<file path="config.mk">
export PLATFORM = sky130hd
export DESIGN_NAME = video_raster_timing_registers_unit
export DESIGN_NICKNAME = d
export VERILOG_FILES = /design/src/rtl/core/vrt_pkg.sv /design/src/rtl/core/vrt_core.sv /design/src/rtl/core/video_raster_timing_registers_unit.sv
export SDC_FILE = /design/constraint.sdc
export NUM_CORES = 1
export LEC_CHECK = 0
export ABC_AREA = 1
export BUFFER_PORTS_ARGS = -buffer_cell sky130_fd_sc_hd__buf_2
export CAP_MARGIN = 40
export CORE_AREA = 2 2 113 115
export DETAILED_ROUTE_END_ITERATION = 12
export DIE_AREA = 0 0 115 117
export GPL_TIMING_DRIVEN = 0
export MAX_ROUTING_LAYER = met4
export PLACE_DENSITY = 0.78
export SYNTH_ARGS = -nofsm -noshare
export SYNTH_HDL_FRONTEND = slang
export SYNTH_SLANG_ARGS = --single-unit
</file>
<file path="constraint.sdc">
create_clock -name clk -period 9.1 [get_ports clk]
set_clock_uncertainty 0.05 [all_clocks]
set_input_delay 0.91 -clock clk [delete_from_list [all_inputs] [get_ports clk]]
set_output_delay 0.91 -clock clk [all_outputs]
set_load 0.01 [all_outputs]
</file>
<file path="src/rtl/core/vrt_pkg.sv">
// Shared types and constants of the video raster timing register unit.
// Used by vrt_core and video_raster_timing_registers_unit; no dependencies.
`timescale 1ns / 1ps

package vrt_pkg;

	// Operation carried in tuser of the input stream
	typedef enum logic [1:0] {
		OP_TICK  = 2'd0,
		OP_READ  = 2'd1,
		OP_WRITE = 2'd2
	} opcode_t;

	// Configuration register indexes
	localparam logic [2:0] CFG_LINE_LENGTH        = 3'd0;
	localparam logic [2:0] CFG_HBLANK_FIRST       = 3'd1;
	localparam logic [2:0] CFG_HBLANK_LAST        = 3'd2;
	localparam logic [2:0] CFG_LINES_PROG         = 3'd3;
	localparam logic [2:0] CFG_LINES_INTL         = 3'd4;
	localparam logic [2:0] CFG_VBLANK_LINES_PROG  = 3'd5;
	localparam logic [2:0] CFG_VBLANK_LINES_INTL  = 3'd6;

	// Configuration reset values
	localparam logic [10:0] RST_LINE_LENGTH       = 11'd858;
	localparam logic [10:0] RST_HBLANK_FIRST      = 11'd0;
	localparam logic [10:0] RST_HBLANK_LAST       = 11'd137;
	localparam logic [9:0]  RST_LINES_PROG        = 10'd262;
	localparam logic [9:0]  RST_LINES_INTL        = 10'd525;
	localparam logic [9:0]  RST_VBLANK_LINES_PROG = 10'd22;
	localparam logic [9:0]  RST_VBLANK_LINES_INTL = 10'd22;

	// Byte register offsets
	localparam logic [3:0] REG_MODE    = 4'h0;
	localparam logic [3:0] REG_LINE_LO = 4'h2;
	localparam logic [3:0] REG_LINE_HI = 4'h3;
	localparam logic [3:0] REG_PIX_LO  = 4'h4;
	localparam logic [3:0] REG_PIX_HI  = 4'h5;
	localparam logic [3:0] REG_VBLANK  = 4'h6;
	localparam logic [3:0] REG_HBLANK  = 4'h8;
	localparam logic [3:0] REG_IRQ_CLR = 4'hA;

	// First line of the second field's blanking in interlaced mode
	localparam logic [10:0] FIELD2_START = 11'd262;

	typedef struct packed {
		logic [10:0] line_length;
		logic [10:0] hblank_first;
		logic [10:0] hblank_last;
		logic [9:0]  lines_progressive;
		logic [9:0]  lines_interlaced;
		logic [9:0]  vblank_lines_progressive;
		logic [9:0]  vblank_lines_interlaced;
	} cfg_t;

	typedef struct packed {
		logic [10:0] pixel_count;
		logic [9:0]  line_count;
		logic        interlaced;
		logic        in_hblank;
		logic        in_vblank;
		logic        irq_pending;
	} state_t;

	typedef struct packed {
		logic       irq_event;
		logic       irq_pending;
		logic       vram_access_ok;
		logic       vblank_flag;
		logic       hblank_flag;
		logic [7:0] read_data;
	} result_t;

endpackage

</file>
<file path="src/rtl/core/vrt_core.sv">
// Next-state and result logic of the raster timing unit for one item.
// Depends on vrt_pkg for the configuration, state and result types.
`timescale 1ns / 1ps

module vrt_core (
	input  vrt_pkg::cfg_t    cfg,
	input  vrt_pkg::state_t  cur,
	input  vrt_pkg::opcode_t op,
	input  logic [3:0]       reg_offset,
	input  logic [7:0]       write_data,
	output vrt_pkg::state_t  nxt,
	output vrt_pkg::result_t res
);

	logic [11:0] pix_inc;
	logic [10:0] line_inc;
	logic        pix_wrap;
	logic        frame_wrap;
	logic [9:0]  frame_total;
	logic [10:0] tick_pixel;
	logic [9:0]  tick_line;
	logic [10:0] field2_end;
	logic        tick_hblank;
	logic        tick_vblank;
	logic [7:0]  rd;

	// Advance the counters for a tick and derive the blank flags from them
	always_comb begin
		pix_inc     = {1'b0, cur.pixel_count} + 12'd1;
		line_inc    = {1'b0, cur.line_count} + 11'd1;
		pix_wrap    = pix_inc >= {1'b0, cfg.line_length};
		frame_total = cur.interlaced ? cfg.lines_interlaced : cfg.lines_progressive;
		frame_wrap  = pix_wrap && (line_inc >= {1'b0, frame_total});
		tick_pixel  = pix_wrap ? 11'd0 : pix_inc[10:0];
		if (frame_wrap) begin
			tick_line = 10'd0;
		end else if (pix_wrap) begin
			tick_line = line_inc[9:0];
		end else begin
			tick_line = cur.line_count;
		end
		field2_end  = vrt_pkg::FIELD2_START + {1'b0, cfg.vblank_lines_interlaced};
		tick_hblank = (tick_pixel >= cfg.hblank_first) && (tick_pixel <= cfg.hblank_last);
		if (cur.interlaced) begin
			tick_vblank = (tick_line < cfg.vblank_lines_interlaced) ||
				(({1'b0, tick_line} >= vrt_pkg::FIELD2_START) &&
				 ({1'b0, tick_line} < field2_end));
		end else begin
			tick_vblank = tick_line < cfg.vblank_lines_progressive;
		end
	end

	// Register read map
	always_comb begin
		unique case (reg_offset)
			vrt_pkg::REG_MODE:    rd = {7'd0, cur.interlaced};
			vrt_pkg::REG_LINE_LO: rd = cur.line_count[7:0];
			vrt_pkg::REG_LINE_HI: rd = {6'd0, cur.line_count[9:8]};
			vrt_pkg::REG_PIX_LO:  rd = cur.pixel_count[7:0];
			vrt_pkg::REG_PIX_HI:  rd = {5'd0, cur.pixel_count[10:8]};
			vrt_pkg::REG_VBLANK:  rd = {7'd0, cur.in_vblank};
			vrt_pkg::REG_HBLANK:  rd = {7'd0, cur.in_hblank};
			default:              rd = 8'd0;
		endcase
	end

	// Apply the operation and form the result
	always_comb begin
		nxt           = cur;
		res.read_data = 8'd0;
		res.irq_event = 1'b0;
		unique case (op)
			vrt_pkg::OP_TICK: begin
				nxt.pixel_count = tick_pixel;
				nxt.line_count  = tick_line;
				nxt.in_hblank   = tick_hblank;
				nxt.in_vblank   = tick_vblank;
				if (frame_wrap && !cur.irq_pending) begin
					nxt.irq_pending = 1'b1;
					res.irq_event   = 1'b1;
				end
			end
			vrt_pkg::OP_READ: begin
				res.read_data = rd;
			end
			vrt_pkg::OP_WRITE: begin
				if (reg_offset == vrt_pkg::REG_MODE) begin
					nxt.interlaced = write_data[0];
				end else if (reg_offset == vrt_pkg::REG_IRQ_CLR && write_data != 8'd0) begin
					nxt.irq_pending = 1'b0;
				end
			end
			default: begin
				// unused opcode: no state change
			end
		endcase
		res.hblank_flag    = nxt.in_hblank;
		res.vblank_flag    = nxt.in_vblank;
		res.vram_access_ok = nxt.in_hblank | nxt.in_vblank;
		res.irq_pending    = nxt.irq_pending;
	end

endmodule

</file>
<file path="src/rtl/core/video_raster_timing_registers_unit.sv">
// Top level of the video raster timing register unit: stream handshake,
// configuration registers, state and result register. Uses vrt_pkg and vrt_core.
`timescale 1ns / 1ps

// Usage:
//   s_axis carries one item per transfer: tuser holds the opcode (tick, register
//   read, register write), tdata the byte offset and the write byte. m_axis
//   returns exactly one result per item: read byte, blank flags, access-ok,
//   interrupt pending level and the one-shot interrupt event.
//   cfg_valid/cfg_ready/cfg_index/cfg_data write the seven timing registers;
//   an index above six is ignored. Write them only while the unit is idle.
// Timing:
//   An item is processed in the cycle it is accepted and its result is shown
//   on m_axis from the next cycle; one item per cycle while m_axis_tready is high.
//   The single output register holds the result; s_axis_tready is high while
//   the output register is empty or being taken in the same cycle.
// Stall:
//   While m_axis_tready is low a pending result holds and s_axis_tready drops,
//   so no item is lost or duplicated.
// Reset:
//   arst_n clears the counters, mode and interrupt, sets both blank flags,
//   loads the timing registers with their defaults and empties the output.

module video_raster_timing_registers_unit (
	input  logic        clk,
	input  logic        arst_n,
	input  logic        s_axis_tvalid,
	output logic        s_axis_tready,
	input  logic [15:0] s_axis_tdata,  // [3:0] reg_offset, [11:4] write_data, rest zero
	input  logic [1:0]  s_axis_tuser,  // [1:0] opcode
	output logic        m_axis_tvalid,
	input  logic        m_axis_tready,
	output logic [15:0] m_axis_tdata,  // [7:0] read_data, [8] hblank_flag, [9] vblank_flag,
	                                   // [10] vram_access_ok, [11] irq_pending,
	                                   // [12] irq_event, rest zero
	input  logic        cfg_valid,
	output logic        cfg_ready,
	input  logic [2:0]  cfg_index,
	input  logic [10:0] cfg_data
);

	vrt_pkg::cfg_t    cfg_q;
	vrt_pkg::state_t  state_q;
	vrt_pkg::state_t  state_nxt;
	vrt_pkg::result_t res_nxt;
	vrt_pkg::result_t res_q;
	logic             out_valid_q;
	logic             in_xfer;

	assign cfg_ready     = 1'b1;
	assign s_axis_tready = !out_valid_q || m_axis_tready;
	assign in_xfer       = s_axis_tvalid && s_axis_tready;
	assign m_axis_tvalid = out_valid_q;
	assign m_axis_tdata  = {3'd0, res_q};

	// Write the timing registers, truncated to their widths
	always_ff @(posedge clk or negedge arst_n) begin
		if (!arst_n) begin
			cfg_q.line_length              <= vrt_pkg::RST_LINE_LENGTH;
			cfg_q.hblank_first             <= vrt_pkg::RST_HBLANK_FIRST;
			cfg_q.hblank_last              <= vrt_pkg::RST_HBLANK_LAST;
			cfg_q.lines_progressive        <= vrt_pkg::RST_LINES_PROG;
			cfg_q.lines_interlaced         <= vrt_pkg::RST_LINES_INTL;
			cfg_q.vblank_lines_progressive <= vrt_pkg::RST_VBLANK_LINES_PROG;
			cfg_q.vblank_lines_interlaced  <= vrt_pkg::RST_VBLANK_LINES_INTL;
		end else if (cfg_valid && cfg_ready) begin
			unique case (cfg_index)
				vrt_pkg::CFG_LINE_LENGTH:       cfg_q.line_length <= cfg_data;
				vrt_pkg::CFG_HBLANK_FIRST:      cfg_q.hblank_first <= cfg_data;
				vrt_pkg::CFG_HBLANK_LAST:       cfg_q.hblank_last <= cfg_data;
				vrt_pkg::CFG_LINES_PROG:        cfg_q.lines_progressive <= cfg_data[9:0];
				vrt_pkg::CFG_LINES_INTL:        cfg_q.lines_interlaced <= cfg_data[9:0];
				vrt_pkg::CFG_VBLANK_LINES_PROG: cfg_q.vblank_lines_progressive <= cfg_data[9:0];
				vrt_pkg::CFG_VBLANK_LINES_INTL: cfg_q.vblank_lines_interlaced <= cfg_data[9:0];
				default: begin
					// index beyond the register list: drop
				end
			endcase
		end
	end

	vrt_core u_core (
		.cfg        (cfg_q),
		.cur        (state_q),
		.op         (vrt_pkg::opcode_t'(s_axis_tuser)),
		.reg_offset (s_axis_tdata[3:0]),
		.write_data (s_axis_tdata[11:4]),
		.nxt        (state_nxt),
		.res        (res_nxt)
	);

	// Advance the state on each accepted transfer
	always_ff @(posedge clk or negedge arst_n) begin
		if (!arst_n) begin
			state_q.pixel_count <= 11'd0;
			state_q.line_count  <= 10'd0;
			state_q.interlaced  <= 1'b0;
			state_q.in_hblank   <= 1'b1;
			state_q.in_vblank   <= 1'b1;
			state_q.irq_pending <= 1'b0;
		end else if (in_xfer) begin
			state_q <= state_nxt;
		end
	end

	// Hold the result until the output transfer completes
	always_ff @(posedge clk or negedge arst_n) begin
		if (!arst_n) begin
			out_valid_q <= 1'b0;
		end else if (in_xfer) begin
			out_valid_q <= 1'b1;
		end else if (m_axis_tready) begin
			out_valid_q <= 1'b0;
		end
	end

	always_ff @(posedge clk) begin
		if (in_xfer) begin
			res_q <= res_nxt;
		end
	end

	// An interrupt event always comes with the pending level
	a_event_sets_pending: assert property (@(posedge clk) disable iff (!arst_n)
		out_valid_q && res_q.irq_event |-> res_q.irq_pending)
		else $error("irq_event without irq_pending");

	// An interrupt event is raised only at the frame wrap
	a_event_at_wrap: assert property (@(posedge clk) disable iff (!arst_n)
		out_valid_q && res_q.irq_event |->
			state_q.pixel_count == 11'd0 && state_q.line_count == 10'd0)
		else $error("irq_event away from frame wrap");

	// The shown flags match the stored state they were taken from
	a_flags_track_state: assert property (@(posedge clk) disable iff (!arst_n)
		out_valid_q |-> res_q.hblank_flag == state_q.in_hblank &&
			res_q.vblank_flag == state_q.in_vblank &&
			res_q.irq_pending == state_q.irq_pending)
		else $error("result flags disagree with state");

endmodule
</file>
* Yosys cells after proc, flatten, opt, wreduce, memory -nomap -nowiden
Cells that the tools add are included.
** Operators by class
- Muxes and demuxes :: 14
- Bitwise logic cells :: 1
- Reductions and logical operators :: 24
- $lt $le $gt $ge :: 8
- $add $sub $neg :: 3
- Equal/unequal tests :: 15
** Operators with widths (count)
- $pmux W8 S7 :: 1
- $mux W10 :: 3
- $lt A10 B10 Y1 :: 2
- $reduce_and A2 Y1 :: 8
- $add A11 B1 Y12 const B :: 1
- $eq A4 B3 Y1 const B :: 3
- $ge A12 B11 Y1 :: 1
- $add A10 B1 Y11 const B :: 1
- $add A9 B10 Y11 const A :: 1
- $ge A11 B10 Y1 :: 1
- $ge A11 B11 Y1 :: 1
- $le A11 B11 Y1 :: 1
- $lt A10 B11 Y1 :: 1
- $mux W11 :: 1
- $ge A10 B9 Y1 const B :: 1
- $eq A3 B3 Y1 const B :: 3
- $eq A4 B2 Y1 const B :: 2
- $eq A4 B4 Y1 const B :: 2
- $reduce_bool A8 Y1 :: 1
- $mux W1 :: 7
- $eq A3 B2 Y1 const B :: 2
- $logic_and A1 B1 Y1 :: 6
- $logic_not A4 Y1 :: 1
- $eq A3 B1 Y1 const B :: 1
- other kinds (11) :: 13
** Word-level totals
- Register bits after elaboration :: 112
- Input bits :: 37

* Depth between registers and ports, before layout
Gate-level depths: netlist of run 1.
- Depth after elaboration :: 10
- Mapped depth :: 33

* Hierarchy
From an unflattened synthesis of run 1, not the netlist that was laid out.
** Unflattened totals
- Cells, all modules :: 1062
- Area, all modules :: 7754.9 um^2
** By module, submodules not included
- video_raster_timing_registers_unit :: seq. area each 2897.8 um^2, area each 4403.0 um^2, times used 1, cells each 460
- vrt_core :: seq. area each 0.0 um^2, area each 3352.0 um^2, times used 1, cells each 602

* Worst setup path before layout of run 1
Ideal clock, no wire load.
- Path type :: register to register
- Start :: register state_q[14] in the netlist's numbering
- End :: register res_q, in the netlist m_axis_tdata[10] (data pin)
- Arrival time :: 4119 ps
- Cell stages (with the launch flop) :: 34
- Slack :: 4801 ps
- Period minus slack after synthesis :: 4299 ps
- Path through :: dfrtp_1 > ha_1 > nand2_1 > nor3_1 > nand3_1 > nor2_1 > nand2_1 > xor2_1 > inv_1 > ha_1 > nand3_1 > inv_1 > nand2_1 > nand2_1 > nor2_2 > nand3_4 > buf_6 > clkbuf_1 > nor3_1 > ha_1 > a21oi_1 > o21ai_0 > a21o_1 > a21oi_1 > o21ai_0 > nand3_1 > nand2_1 > nand3_1 > nand2_1 > o41ai_1 > nand3_1 > o21ai_0 > inv_1 > nand2_1
** RTL lines
- start: declaration :: RTL line video_raster_timing_registers_unit.sv:43 : vrt_pkg::state_t state_q;
- start signal: assignment :: RTL line video_raster_timing_registers_unit.sv:102 : state_q <= state_nxt;
- end signal: assignment :: RTL line video_raster_timing_registers_unit.sv:119 : res_q <= res_nxt;
- end: declaration :: RTL line video_raster_timing_registers_unit.sv:46 : vrt_pkg::result_t res_q;

==> results of run 1 <==
-- stage by stage --
step                area, sq um  instances  total power, mW  util [%]
floorplan                  7160        913             1.52         -
global placement           7580       1110             1.75      61.6
detailed placement         7610       1111             1.80      61.8
CTS                        7910       1127             2.21      64.3
global route               7910       1127             2.43      64.3
finish                     7910       1127             2.22      64.3
-- report_power, final --
part | internal, mW | switching (mW)
clock network | 0.206 | 0.201
logic | 0.405 | 0.672
registers | 0.634 | 0.0981
-- worst max-delay path: cells and delay by family (launching register included) --
| family | cells | cell delay, ps |
|---|---|---|
| adder cells (fa/ha/maj) | 3 | 860 |
| flip-flops | 1 | 430 |
| buffers and inverters | 5 | 600 |
| AND/OR/NAND/NOR | 17 | 2310 |
| XOR/XNOR | 1 | 230 |
| AO/OA/AOI/OAI | 7 | 1030 |
-- flip-flops by register name (all words and copies together), names as in the netlist --
| register | flops |
|---|---|
| state_q | 25 |
| m_axis_tvalid | 1 |
| m_axis_tdata | 13 |
| cfg_q | 73 |
-- cells by family (layout without fill, tap and decap cells) --
group / Yosys count / in the layout
DFF: 112 / 112
xor gates and xnor gates: 19 / 19
muxes: 9 / 9
buffers and inverters: 184 / 248
AOI/OAI and AO/OA: 157 / 157
adders and majority gates: 72 / 72
other: 2 / 4
and+or+nand+nor: 356 / 356
-- area by class of cell --
| cell class | count | area (sq um) | share of cell area (%) |
|---|---|---|---|
| plain buffers | 25 | 116 | 1.47 |
| multi-input cells | 617 | 3550 | 44.9 |
| clock inverters | 5 | 46.3 | 0.585 |
| well taps | 150 | 188 | 2.37 |
| clock buffers | 11 | 253 | 3.19 |
| inverters | 159 | 597 | 7.54 |
| repair buffers | 48 | 265 | 3.35 |
| flip-flops and latches | 112 | 2900 | 36.6 |
-- placed cells by master, fill, tap and decap left out, types with 3 or more instances in the layout --
master	count
o21ai_0	103
dfrtp_1	75
inv_1	158
edfxtp_1	13
mux2i_1	9
buf_4	5
a21oi_1	32
nor3_1	10
clkbuf_1	19
nor2_1	48
nand4_1	8
nand3_1	27
nand3_2	4
nand2_1	243
clkbuf_16	9
buf_2	46
xor2_1	19
a211oi_1	3
dfstp_2	24
ha_1	72
conb_1	4
nand4_2	3
nand2_2	4
-- per-layer routing --
layer	share of wire [%]	vias to the layer above	global-route usage, %
met3	4.4	28	2.63
li1	-	3049	-
met1	49	2776	38.4
met5	0	-	-
met2	44	156	42.4
met4	2.5	0	10.8
-- path summary, 6_finish.rpt --
check / endpoint / slack, ps / cells past startpoint
max: m_axis_tdata[10] / 3500 / 33
min: cfg_q[64] / 440 / 2
max reg2reg: m_axis_tdata[10] / 3500 / 33
min reg2reg: cfg_q[64] / 440 / 2
max in group asynchronous: cfg_q[20] / 7790 / 2
min in group asynchronous: cfg_q[45] / 480 / 1
==> out/results.txt, run 1 <==
status -> finished, final reports clean
Yosys top cell by area -> dfrtp_1
number of DRC markers in iteration 0 -> 350
vias per cell -> 5.33
post-synthesis adder-cell area fraction -> 12.6%
multiplexer share of the synthesized area -> 1.26%
Worst Setup SP -> state_q[14]
critical path class -> reg -> reg
total power divided by cell area -> 280 nW/um^2
predominant post-synthesis flop cell -> dfrtp_1
cells after synthesis -> 911
Core Footprint -> 12300 sq um
post-synth top area share -> 26.2%
Layout area overhead -> 10.6%
syn_area_per_cell -> 7.85 sq um
Crit-path slowest cell -> nor3_1
port bufs -> 47
Root Driver -> clkbuf_16
MaxCap Viol Count -> 0
most frequent cells after synthesis -> 243 x nand2_1, 158 x inv_1, 103 x o21ai_0
Yosys cell types -> 45
Worst Setup Start Kind -> flop
GRT Overall Usage -> 27.7%
HP Class -> reg -> reg
CTS max path bufs -> 2
Initial Util -> 58.1%
Chip Height -> 117 um
Yosys reg bits -> 112
I/O pin cnt -> 56
asr flop ratio synth -> 88.4%
Slew headroom -> 44.4%
Setup crit end kind -> flop
Final HPWL DP -> 12800 um
Slew Limit Fails -> 0
Tcrit/Tclk final -> 61.5%
Clk Latency, worst-skew pair -> 370 ps
largest net degree at the start of global routing -> 57
hold_ws -> 437 ps
f_max -> 179 MHz
Routed Antenna Nets -> 0
hold bufs inserted after CTS -> 0
Remaining Overflow, GRT -> 0
CP Max Fanout -> 10
XOR/XNOR Fraction of Synth Area -> 2.33%
Final Wtd Congestion -> 0.936
simple-gate share of the synthesized area -> 21.3%
antenna violations before repair -> 0
Most Frequent Cell on Critical Path -> nand2_1
Mapped Area -> 7150 sq um
final worst setup slack -> 3500 ps
Final min period -> 5600 ps
# DRC -> 0
CTS Buf Count -> 9
Final Hold Fails -> 0
RSZ-0062 raised after global routing -> no
number of synthesis warnings -> 0
H-tree Lvls -> 3
Clock Pin Slew Worst Setup and Hold Paths -> 80 ps
# nets final -> 1081
top-count cell post-synth -> nand2_1
global-route wire length before repair -> 27700 um
Least-Margin Pin Slew -> 812 ps
sequential area share after synthesis -> 40.5%
pre-CTS setup slack -> 3620 ps
Compound-Gate Fraction of Synth Area -> 11.9%
CP Data Arrival Time -> 5800 ps
Vias -> 6009
RR Startpoint -> state_q[14]
final setup fails -> 0
router iterations before antenna repair -> 5
CTS tree -> built
Total Wirelength -> 16800 um
Die Footprint -> 13500 sq um
CTS sink count -> 112
Fin Setup TNS -> 0 ps
share of cells above drive strength 1 -> 11.7%
maximum VDD drop -> 0.000122 V
Post-synth EDFFs -> 13
Post-CTS Resized -> 0
Avg WL per Cell -> 14.9 um
largest family of logic cells by synthesized area -> simple AND/OR/NAND/NOR gates
total setup buffers inserted after CTS -> 0
number of global-route vias before repair -> 5678
Ant. Diodes -> 0
Critical Path RT -> 9300 ps
Layout fillers -> 1064
FP Rows -> 41
synth top area cells -> dfrtp_1 26%, nand2_1 13%, ha_1 13%, dfstp_2 8.8%, inv_1 8.3%
static leakage -> 4.23 nW
CP max stage delay -> 480 ps
die width -> 115 um
hold wc startpoint -> cfg_q[64]
No activity file was read; power rests on OpenSTA's default activity.
==> inputs of run 2 (changes only) <==
- clock period: 9.1 -> 5.67 ns (I/O delays scaled with it)
==> out/results.txt, run 2 (synthesis results as in run 1) <==
CTS max path bufs -> 2
CTS Buf Count -> 9
GRT Overall Usage -> 27.7%
Total Wirelength -> 16800 um
Final min period -> 5160 ps
I/O pin cnt -> 56
# nets final -> 1080
static leakage -> 4.23 nW
Reg with most FFs -> cfg_q
RSZ-0062 raised after global routing -> no
Die Footprint -> 13500 sq um
Final Wtd Congestion -> 0.936
Vias -> 5976
CP Max Fanout -> 19
FP Rows -> 41
crit-path leading delay family -> compound AO/OA/AOI/OAI gates
Clock Pin Slew Worst Setup and Hold Paths -> 80 ps
Clk Latency, worst-skew pair -> 360 ps
Largest register FFs -> 73
Final Hold Fails -> 0
Routed Antenna Nets -> 0
Slew Limit Fails -> 0
HP Class -> in -> async
design area -> 7920 sq um
vias per cell -> 5.31
Fin Setup TNS -> 0 ps
Final HPWL DP -> 12800 um
CTS sink count -> 112
Avg WL per Cell -> 14.9 um
Chip Height -> 117 um
global-route wire length before repair -> 27700 um
Critical Path RT -> 5870 ps
H-tree Lvls -> 3
router iterations before antenna repair -> 5
Tcrit/Tclk final -> 90.9%
commonest non-fill, non-tap cell in the layout -> nand2_1
Register-to-Register Setup Slack -> 510 ps
CTS tree -> built
# DRC -> 0
Most Frequent Cell on Critical Path -> nand2_1
Critical path buffers and inverters -> 3
Setup crit end kind -> flop
Ant. Diodes -> 0
Worst Setup Start Kind -> flop
Placed Instances -> 1111
Slew headroom -> 44.4%
Core Footprint -> 12300 sq um
CP Data Arrival Time -> 5350 ps
Crit-path slowest cell -> a2111oi_0
number of global-route vias before repair -> 5678
antenna violations before repair -> 0
MaxCap Viol Count -> 0
maximum VDD drop -> 0.000194 V
largest net degree at the start of global routing -> 57
total power divided by cell area -> 450 nW/um^2
Least-Margin Pin Slew -> 812 ps
status -> finished, final reports clean
Root Driver -> clkbuf_16
f_max -> 194 MHz
number of DRC markers in iteration 0 -> 365
final setup fails -> 0
Layout area overhead -> 10.7%
Remaining Overflow, GRT -> 0
final core area utilization -> 64.3%
total setup buffers inserted after CTS -> 0
port bufs -> 47
CP max stage delay -> 720 ps
share of cells above drive strength 1 -> 11.8%
DP Area -> 7610 sq um
commonest non-fill, non-tap cells in the layout -> 243 x nand2_1, 158 x inv_1, 103 x o21ai_0
critical path class -> reg -> reg
pre-CTS setup slack -> 194 ps
fin cells -> 1126
die width -> 115 um
final worst setup slack -> 514 ps
Initial Util -> 58.1%
run 2: changes by cell type in the layout (fill, tap and decap cells not counted), sizes merged:
cell    change
clkbuf      -1
run 2: area by class of cell:
cell class                      count  area [sq um]
Buffer                             24           113
Clock buffer                       11           253
Clock inverter                      5          46.3
Fill cell                        1062          4390
Inverter                          159           597
Multi-Input combinational cell    617          3560
Sequential cell                   112          2900
Tap cell                          150           188
Timing Repair Buffer               48           265
run 2: worst reg2reg max path, cell delays in order (launching register included):
cell	delay (ps)
dfrtp_1	430
ha_1	190
nand2_1	70
nor3_1	340
nand3_1	170
nor2_1	120
nand2_1	70
xor2_1	230
inv_1	80
ha_1	320
nand3_1	110
inv_1	50
nand2_1	60
nand2_1	50
nor2_2	150
nand3_4	120
buf_6	200
o22ai_1	580
ha_1	380
nand2_1	70
o21ai_0	70
a2111oi_0	720
a21oi_1	190
nand2_1	100
nand2_1	60
nand2_1	60
run 2: final timing paths:
path	cells past startpoint	startpoint	to
max in group asynchronous	2	arst_n	cfg_q[22]
setup / recovery	25	state_q[14]	m_axis_tdata[10]
hold / removal	1	arst_n	cfg_q[45]
hold reg to reg	2	cfg_q[64]	cfg_q[64]
min in group clk	4	m_axis_tready	m_axis_tvalid
setup reg to reg	25	state_q[14]	m_axis_tdata[10]
run 2: timing repair:
action	CTS	global route
endpoints found under the setup margin	0	3
gates resized for setup	0	2
hold buffers	0	0
run 2: stage by stage:
| step | power (mW) | hold WS (ps) |
|---|---|---|
| finish | 3.56 | 138 |
| floorplan | 2.43 | 221 |
| global placement | 2.80 | 414 |
| global route | 3.90 | 188 |
| detailed placement | 2.89 | 423 |
| CTS | 3.55 | 168 |
run 2: where the power goes:
group	switching (mW)	internal, mW
Sequential	0.158	1.02
Combinational	1.08	0.651
Clock	0.320	0.331
Total	1.56	2.00
run 2: metal layers:
metal	global-route usage [%]	routed length, um
met4	10.8	411
met3	2.63	783
met1	38.4	8200
met5	-	0
met2	42.4	7400
